<file path="src/rtl/greedy_word_wrapper_macros.svh">
// assertion macros for the greedy word wrapper
// all macros sample on clk_i and are disabled while rst_ni is low
`ifndef GREEDY_WORD_WRAPPER_MACROS_SVH
`define GREEDY_WORD_WRAPPER_MACROS_SVH

// condition must hold at every clock edge out of reset
`define GWW_ASSERT(name, cond, msg) \
  name: assert property (@(posedge clk_i) disable iff (!rst_ni) (cond)) else $error(msg);

// consequent must hold in the cycle after the antecedent
`define GWW_ASSERT_NEXT(name, ante, cons, msg) \
  name: assert property (@(posedge clk_i) disable iff (!rst_ni) (ante) |=> (cons)) \
    else $error(msg);

`endif

</file>
<file path="src/rtl/gww_pkg.sv">
// shared types and constants of the greedy word wrapper
// no dependencies
`default_nettype none

package gww_pkg;

  // request codes
  localparam logic [1:0] REQ_CHAR  = 2'd0;
  localparam logic [1:0] REQ_ECHO  = 2'd1;
  localparam logic [1:0] REQ_QUERY = 2'd2;

  localparam logic [7:0] CHAR_NL = 8'd10;
  localparam logic [7:0] CHAR_SP = 8'd32;

  // register file
  localparam int unsigned PADDR_W       = 3;
  localparam int unsigned PDATA_W       = 32;
  localparam logic        REG_LINE_WIDTH = 1'b0;
  localparam logic [7:0]  LINE_WIDTH_RST = 8'd80;

  typedef struct packed {
    logic [1:0] req_type;
    logic [7:0] char_code;
    logic       string_end;
  } gww_in_t;

  typedef struct packed {
    logic [7:0]  out_char;
    logic        is_column_reply;
    logic [15:0] column_value;
    logic        last_result;
  } gww_out_t;

  typedef enum logic [1:0] {
    ST_IDLE,
    ST_WRAP,
    ST_CHAR,
    ST_TAIL
  } gww_state_e;

  // what follows the word commit for the current word
  typedef enum logic [1:0] {
    TAIL_NONE,
    TAIL_NL,
    TAIL_SP,
    TAIL_REPLY
  } gww_tail_e;

endpackage

`default_nettype wire

</file>
<file path="src/rtl/gww_ram.sv">
// generic single-port-write, single-port-read ram with registered read data
// no dependencies
`default_nettype none

module gww_ram #(
  parameter int unsigned WIDTH = 8,
  parameter int unsigned DEPTH = 32
) (
  input  wire logic                     clk_i,
  input  wire logic                     we_i,
  input  wire logic [$clog2(DEPTH)-1:0] waddr_i,
  input  wire logic [WIDTH-1:0]         wdata_i,
  input  wire logic [$clog2(DEPTH)-1:0] raddr_i,
  output logic      [WIDTH-1:0]         rdata_o
);

  logic [WIDTH-1:0] mem_q [DEPTH];

  always_ff @(posedge clk_i) begin
    if (we_i) begin
      mem_q[waddr_i] <= wdata_i;
    end
    rdata_o <= mem_q[raddr_i];
  end

endmodule

`default_nettype wire

</file>
<file path="src/rtl/greedy_word_wrapper.sv">
// Greedy word wrapper. Text bytes are collected into a word buffer in a
// MAX_WORD-deep RAM; a word is written out at a space, a newline, a string end,
// a column query or when the buffer fills, preceded by a newline if it would run
// past line_width (0 = no wrapping). A byte that only extends the word, an echo
// or an unused request leaves the wrapper idle. An item that commits a word
// passes the wrap state, where a wrap newline or a pending space goes out,
// then reads the word out of the RAM and sends a newline or a column reply if
// one follows. A separator or query with no buffered word emits nothing in the
// wrap state. Characters come from the RAM read port, one result per cycle
// while the output does not stall. The output register lets the next item in
// while the last result waits. Line width sits at APB address 0.
// depends on gww_pkg, gww_ram and greedy_word_wrapper_macros.svh
`default_nettype none
`include "greedy_word_wrapper_macros.svh"

module greedy_word_wrapper
  import gww_pkg::*;
#(
  parameter int unsigned MAX_WORD    = 32,
  parameter int unsigned COLUMN_BITS = 16
) (
  input  wire logic                 clk_i,
  input  wire logic                 rst_ni,
  // input words
  input  wire logic                 in_valid_i,
  output logic                      in_ready_o,
  input  wire gww_in_t              in_data_i,
  // output words
  output logic                      out_valid_o,
  input  wire logic                 out_ready_i,
  output gww_out_t                  out_data_o,
  // configuration
  input  wire logic                 psel,
  input  wire logic                 penable,
  input  wire logic                 pwrite,
  input  wire logic [PADDR_W-1:0]   paddr,
  input  wire logic [PDATA_W-1:0]   pwdata,
  output logic      [PDATA_W-1:0]   prdata,
  output logic                      pready
);

  localparam int unsigned AW = $clog2(MAX_WORD);
  localparam int unsigned LW = $clog2(MAX_WORD + 1);
  localparam int unsigned CW = COLUMN_BITS;

  gww_state_e           st_q, st_d;
  gww_tail_e            tail_q, tail_d;
  logic [LW-1:0]        len_q, len_d;
  logic [AW-1:0]        idx_q, idx_d;
  logic                 sp_q, sp_d;
  logic [CW-1:0]        col_q, col_d;
  logic [7:0]           width_q;
  logic                 out_valid_q, out_valid_d;
  gww_out_t             out_q, out_d;

  logic                 in_fire;
  logic                 ok;
  logic                 emit;
  gww_out_t             res;
  logic                 is_sep;
  logic [LW-1:0]        len_inc;
  logic                 wrap_hit;
  logic                 last_char;
  logic                 tail_emit;
  logic [CW-1:0]        col_inc;
  logic [CW:0]          col_need;
  logic                 ram_we;
  logic [7:0]           ram_rdata;

  // ---------------------------------------------------------------- config
  assign pready = 1'b1;

  always_comb begin
    prdata = '0;
    if (paddr[PADDR_W-1:2] == REG_LINE_WIDTH) begin
      prdata = {{(PDATA_W-8){1'b0}}, width_q};
    end
  end

  always_ff @(posedge clk_i or negedge rst_ni) begin
    if (!rst_ni) begin
      width_q <= LINE_WIDTH_RST;
    end else if (psel && penable && pwrite && pready &&
                 paddr[PADDR_W-1:2] == REG_LINE_WIDTH) begin
      width_q <= pwdata[7:0];
    end
  end

  // ---------------------------------------------------------------- helpers
  assign in_ready_o = (st_q == ST_IDLE);
  assign in_fire    = in_valid_i && in_ready_o;
  assign ok         = !out_valid_q || out_ready_i;
  assign is_sep     = (in_data_i.char_code == CHAR_NL) || (in_data_i.char_code == CHAR_SP);
  assign len_inc    = len_q + LW'(1);
  assign col_inc    = (col_q == {CW{1'b1}}) ? col_q : col_q + CW'(1);
  assign col_need   = {1'b0, col_q} + (CW+1)'(len_q) + (CW+1)'(sp_q);
  assign wrap_hit   = (width_q != 8'd0) && (col_q != '0) &&
                      (col_need > (CW+1)'(width_q));
  assign last_char  = (LW'(idx_q) + LW'(1)) == len_q;
  assign tail_emit  = (tail_q == TAIL_NL) || (tail_q == TAIL_REPLY) ||
                      (tail_q == TAIL_SP && sp_q);

  // ---------------------------------------------------------------- word buffer
  // reads run every cycle at idx_d so ram_rdata always holds entry idx_q;
  // a byte written on accept is read back during the wrap cycle, before any
  // character is emitted
  gww_ram #(
    .WIDTH (8),
    .DEPTH (MAX_WORD)
  ) u_word_ram (
    .clk_i   (clk_i),
    .we_i    (ram_we),
    .waddr_i (len_q[AW-1:0]),
    .wdata_i (in_data_i.char_code),
    .raddr_i (idx_d),
    .rdata_o (ram_rdata)
  );

  // ---------------------------------------------------------------- next state
  always_comb begin
    st_d = st_q;
    unique case (st_q)
      ST_IDLE: begin
        if (in_fire) begin
          unique case (in_data_i.req_type)
            REQ_CHAR: begin
              if (is_sep || in_data_i.string_end || len_inc == LW'(MAX_WORD)) begin
                st_d = ST_WRAP;
              end
            end
            REQ_QUERY: st_d = ST_WRAP;
            default:   st_d = ST_IDLE;
          endcase
        end
      end
      ST_WRAP: begin
        if (len_q == '0) begin
          st_d = ST_TAIL;
        end else if (!(wrap_hit || sp_q) || ok) begin
          st_d = ST_CHAR;
        end
      end
      ST_CHAR: begin
        if (ok && last_char) begin
          // only a newline or a reply still has to follow the word
          st_d = (tail_q == TAIL_NL || tail_q == TAIL_REPLY) ? ST_TAIL : ST_IDLE;
        end
      end
      ST_TAIL: begin
        if (!tail_emit || ok) begin
          st_d = ST_IDLE;
        end
      end
      default: st_d = ST_IDLE;
    endcase
  end

  // ---------------------------------------------------------------- datapath
  always_comb begin
    tail_d = tail_q;
    len_d  = len_q;
    idx_d  = idx_q;
    sp_d   = sp_q;
    col_d  = col_q;
    ram_we = 1'b0;
    emit   = 1'b0;
    res    = '0;

    unique case (st_q)
      ST_IDLE: begin
        if (in_fire) begin
          unique case (in_data_i.req_type)
            REQ_CHAR: begin
              if (in_data_i.char_code == CHAR_NL) begin
                tail_d = TAIL_NL;
              end else if (in_data_i.char_code == CHAR_SP) begin
                tail_d = TAIL_SP;
              end else begin
                tail_d = TAIL_NONE;
                ram_we = 1'b1;
                len_d  = len_inc;
              end
            end
            REQ_ECHO: begin
              col_d = '0;
              sp_d  = 1'b0;
            end
            REQ_QUERY: tail_d = TAIL_REPLY;
            default: ;
          endcase
        end
      end
      ST_WRAP: begin
        // word is known nonempty here, so nothing emitted now is the last word
        if (len_q != '0) begin
          if (wrap_hit) begin
            emit         = 1'b1;
            res.out_char = CHAR_NL;
            if (ok) begin
              col_d = '0;
              sp_d  = 1'b0;
            end
          end else if (sp_q) begin
            emit         = 1'b1;
            res.out_char = CHAR_SP;
            if (ok) begin
              col_d = col_inc;
              sp_d  = 1'b0;
            end
          end
        end
      end
      ST_CHAR: begin
        emit            = 1'b1;
        res.out_char    = ram_rdata;
        res.last_result = last_char && (tail_q == TAIL_NONE || tail_q == TAIL_SP);
        if (ok) begin
          col_d = col_inc;
          if (last_char) begin
            idx_d = '0;
            len_d = '0;
            // the separating space becomes pending once the word is out
            if (tail_q == TAIL_SP) begin
              sp_d = 1'b1;
            end
          end else begin
            idx_d = idx_q + AW'(1);
          end
        end
      end
      ST_TAIL: begin
        case (tail_q)
          TAIL_NL: begin
            emit            = 1'b1;
            res.out_char    = CHAR_NL;
            res.last_result = 1'b1;
            if (ok) begin
              col_d = '0;
              sp_d  = 1'b0;
            end
          end
          TAIL_SP: begin
            // a space already pending goes out, the new one stays pending
            if (sp_q) begin
              emit            = 1'b1;
              res.out_char    = CHAR_SP;
              res.last_result = 1'b1;
              if (ok) begin
                col_d = col_inc;
              end
            end
            if (!sp_q || ok) begin
              sp_d = 1'b1;
            end
          end
          TAIL_REPLY: begin
            emit                = 1'b1;
            res.is_column_reply = 1'b1;
            res.column_value    = 16'(col_q);
            res.last_result     = 1'b1;
          end
          default: ;
        endcase
      end
      default: ;
    endcase
  end

  // ---------------------------------------------------------------- output register
  always_comb begin
    out_valid_d = out_valid_q;
    out_d       = out_q;
    if (emit && ok) begin
      out_valid_d = 1'b1;
      out_d       = res;
    end else if (out_ready_i) begin
      out_valid_d = 1'b0;
    end
  end

  assign out_valid_o = out_valid_q;
  assign out_data_o  = out_q;

  always_ff @(posedge clk_i or negedge rst_ni) begin
    if (!rst_ni) begin
      st_q        <= ST_IDLE;
      tail_q      <= TAIL_NONE;
      len_q       <= '0;
      idx_q       <= '0;
      sp_q        <= 1'b0;
      col_q       <= '0;
      out_valid_q <= 1'b0;
    end else begin
      st_q        <= st_d;
      tail_q      <= tail_d;
      len_q       <= len_d;
      idx_q       <= idx_d;
      sp_q        <= sp_d;
      col_q       <= col_d;
      out_valid_q <= out_valid_d;
    end
  end

  always_ff @(posedge clk_i) begin
    out_q <= out_d;
  end

  // ---------------------------------------------------------------- assertions
  `GWW_ASSERT(a_idle_word_fits, (st_q != ST_IDLE) || (len_q < LW'(MAX_WORD)), "word buffer full while idle")
  `GWW_ASSERT(a_char_no_space, (st_q != ST_CHAR) || (!sp_q && LW'(idx_q) < len_q), "bad word readout state")
  `GWW_ASSERT_NEXT(a_last_ends_item, emit && ok && res.last_result, st_q == ST_IDLE, "last word did not end the item")

endmodule

`default_nettype wire
</file>
<file path="config.mk">
export PLATFORM = sky130hd
export DESIGN_NAME = greedy_word_wrapper
export DESIGN_NICKNAME = d
export VERILOG_FILES = /design/src/rtl/gww_pkg.sv /design/src/rtl/gww_ram.sv /design/src/rtl/greedy_word_wrapper.sv
export VERILOG_INCLUDE_DIRS = /design/src /design/src/rtl
export SDC_FILE = /design/constraint.sdc
export NUM_CORES = 1
export LEC_CHECK = 0
export BUFFER_PORTS_ARGS = -buffer_cell sky130_fd_sc_hd__buf_2
export CAP_MARGIN = 15
export CELL_PAD_IN_SITES_DETAIL_PLACEMENT = 1
export CELL_PAD_IN_SITES_GLOBAL_PLACEMENT = 2
export CORE_AREA = 5 5 279 281
export CTS_BUF_LIST = sky130_fd_sc_hd__clkbuf_2
export CTS_CLUSTER_SIZE = 10
export DETAILED_ROUTE_END_ITERATION = 8
export DIE_AREA = 0 0 284 286
export PLACE_DENSITY_LB_ADDON = 0.25
export SLEW_MARGIN = 20
export SYNTH_ARGS = -nofsm -noshare
export SYNTH_HDL_FRONTEND = slang
export SYNTH_SLANG_ARGS = --single-unit
export TNS_END_PERCENT = 5
</file>
<file path="constraint.sdc">
create_clock -name clk_i -period 6.1 [get_ports clk_i]
set_clock_uncertainty 0.05 [all_clocks]
set_input_delay 1.22 -clock clk_i [delete_from_list [all_inputs] [get_ports clk_i]]
set_output_delay 1.22 -clock clk_i [all_outputs]
set_load 0.03 [all_outputs]
</file>
==> key figures <==
Die
  – Die X: 284 µm
  – Die Y: 286 µm
  – DIE AREA: 81220 µm²
  – Num ports: 114
  – Starting Density: 24.66%
  – Core Region: 75190 µm²
  – Row count: 101

Layout
  – Post-layout net count: 1972
  – Fillers: 8607
  – Layout cells sized above 1: 18.91%
  – Area Growth Syn to Fin: 12.00%
  – Final Instance Area: 20770 µm²

STA
  – Period minus WS final: 5.125 ns
  – Final setup TNS: 0 ns
  – Slew Limit Fails: 0
  – Final Hold Slack: 0.1772 ns
  – Final setup fails: 0
  – Final hold violations: 0
  – Crit share post-route: 84.02%
  – Slew @ Worst Pin: 1.141 ns
  – Unrepaired setup endpoints after global routing: no
  – Final WS setup: 0.9750 ns
  – Max-slew headroom: 23.63%
  – Peak Freq: 0.1951 GHz

Yosys
  – Syn Area/Cell: 10.18 µm²
  – Area contributors post-synth: edfxtp_1, dfrtp_1, nor2_1, a21oi_1, mux2_2
  – Post-synthesis cell type count: 92
  – Top cell type's share of synthesized area: 45.66%
  – Yosys warns: 0
  – EDFF count, synth: 282
  – FF+latch count, synth: 331
  – Top FF cell, synth: edfxtp_1
  – Part of the Yosys area used for sequential elements: 52.07%
  – Cell Area, Synth: 18550 µm²
  – Asr flop ratio synth: 12.39%
  – Cell with the most instances after synthesis: edfxtp_1
  – Top post-synthesis cells by count: edfxtp_1, nor2_1, a21oi_1, nand2_1, nor3_1
  – Cells after synthesis: 1822
  – Cell taking the most area after synthesis: edfxtp_1

Power
  – Worst VDD drop: 232.0 µV
  – PD cells: 462.8 nW/µm²
  – LEAKAGE: 0.007087 µW

Route
  – Antenna viol nets, final: 0
  – Post-DR vias/cell: 5.260
  – 1st-pass router iterations: 5
  – DRC viols: 0
  – Drt wl/cell: 23.85 µm
  – DRT Wirelength: 70.46 mm
  – Vias post-DR: 15543
  – DR iter-0 viols: 826

Clock network
  – Post_cts resized: 0
  – TritonCTS clock tree: yes
  – CTS buffer count: 97
  – CTS max path bufs: 3
  – Setup Buffers After CTS: 0
  – Clock tree root driver cell: clkbuf_2
  – Clock transition at the registers of the reported paths: 0.10 ns
  – Clock Latency Late Sink: 1.16 ns
  – TritonCTS Sinks: 331
  – CTS Hold Bufs: 0
  – H-Tree Depth: 3

Global route
  – Grt total ovfl: 0
  – First-pass GRT wire length: 104.4 mm
  – Initial antenna violation count: 5
  – Number of global-route vias before repair: 16462
  – Tot GR Track Use: 16.73%
  – Largest net degree at the start of global routing: 65

Worst setup path
  – CP endpoint kind: register
  – CP Launch Type: register
  – Maximum fanout along the worst path: 26
  – Worst Path Required: 6.78 ns
  – Cells on worst reg2reg path: 17
  – Stages on worst setup path: 17
  – Crit-path most repeated cell: nor2_1
  – Crit path max-delay family: compound AO/OA/AOI/OAI gates
  – WP buf/inv: 1
  – Crit Path Class: reg2reg
  – Arrival time at the worst endpoint: 5.81 ns
  – Worst path cell trace: fa_1 -> fa_1 -> a21o_1 -> a221oi_2 -> xnor2_1 -> ha_1 -> and3_1 -> a211oi_1 -> a31oi_1 -> nand2_1 -> and4b_4 -> a31oi_4 -> nor2_1 -> nor2_1 -> nor2_1 -> nor2_4 -> buf_4
  – Slowest CP cell: dfrtp_1
  – CP max stage delay: 0.53 ns

Place
  – Placed inst area: 19830 µm²
  – Final Wtd Congestion: 0.7850
  – Port-buffer cells: 62
  – Pre-CTS setup slack: 1.034 ns
  – Hpwl dp: 45.00 mm

Run
  – Max Cap Viol: 0

Outcome
  – Outcome: finished, final reports clean

Worst hold path
  – Hold crit path type: in2async
worst register-to-register path: stages, from the launching register on:
cell and delay [ns]:
dfrtp_1 0.53, fa_1 0.47, fa_1 0.43, a21o_1 0.24, a221oi_2 0.49, xnor2_1 0.13, ha_1 0.31, and3_1 0.17
a211oi_1 0.05, a31oi_1 0.15, nand2_1 0.10, and4b_4 0.23, a31oi_4 0.47, nor2_1 0.13, nor2_1 0.16, nor2_1 0.11
nor2_4 0.08, buf_4 0.41
cell usage in the layout, fill, tap and decap left out, drive strengths merged, types with 39 or more instances in the layout:
cell type and instances:
mux2 57, o221ai 58, nor2b 41, nor2 212
edfxtp 282, clkbuf 145, o21ai 94, nor4 45
buf 119, nand2 119, dfrtp 39, nor3 108
a21oi 137, nand3 41
registers in the layout (all words and copies together) (netlist names):
signal / cells
out_data_o: 26
u_word_ram.rdata_o: 8
out_valid_o: 1
len_q: 6
width_q: 8
u_word_ram.mem_q: 256
tail_q: 2
col_q: 16
st_q: 2
idx_q: 5
sp_q: 1
final timing paths:
kind | from | end | slack, ns
max | col_q[0] | out_data_o[8] | 0.97
max in group asynchronous | rst_ni | idx_q[2] | 5.27
min | rst_ni | col_q[1] | 0.18
min in group clk_i | pwdata[7] | width_q[7] | 0.34
max reg2reg | col_q[0] | out_data_o[8] | 0.97
min reg2reg | u_word_ram.rdata_o[7] | out_data_o[25] | 0.47
stage by stage:
step,total power (µW),instances,util [%]
final,9613,2955,27.62
after global routing,10300,2954,27.62
after CTS,9765,2950,27.59
after detailed placement,7930,2771,26.38
after global placement,7825,2771,26.37
after floorplan,6176,1845,-
routing by layer:
layer	global-route usage, %	vias to the layer above	share of wire (%)
met1	20.90	7894	43
met4	5.323	0	2.9
met5	0	-	0
li1	-	7120	-
met3	3.235	149	4.6
met2	29.23	380	49
logic make-up (layout without fill, tap and decap cells):
group	count (synthesis)	count (layout)	share of synthesized area [%]
AO/OA/AOI/OAI	510	510	18.57
XOR/XNOR	20	20	0.9446
adder cells (fa/ha/maj)	27	27	1.903
buffers and inverters	205	332	5.067
flip-flops	331	331	52.07
multiplexers	76	76	4.487
other	2	30	0.04050
AND/OR/NAND/NOR	651	651	16.92
layout make-up:
class                           count  area, µm²  area share, %
Sequential cell                   331       9661          46.51
Multi-Input combinational cell   1309       8094          38.97
Tap cell                          978       1224          5.892
Timing Repair Buffer              119      738.2          3.554
Clock buffer                      145      725.7          3.494
Clock inverter                     34      187.7         0.9036
Inverter                           34      127.6         0.6145
Antenna cell                        5      12.51        0.06024
report_power, final:
part,internal (µW),total [µW],switching [µW]
Combinational,1510,4890,3380
Clock,690,1770,1080
Sequential,2690,2950,261
Note: power is estimated with default switching activity, not from simulation.
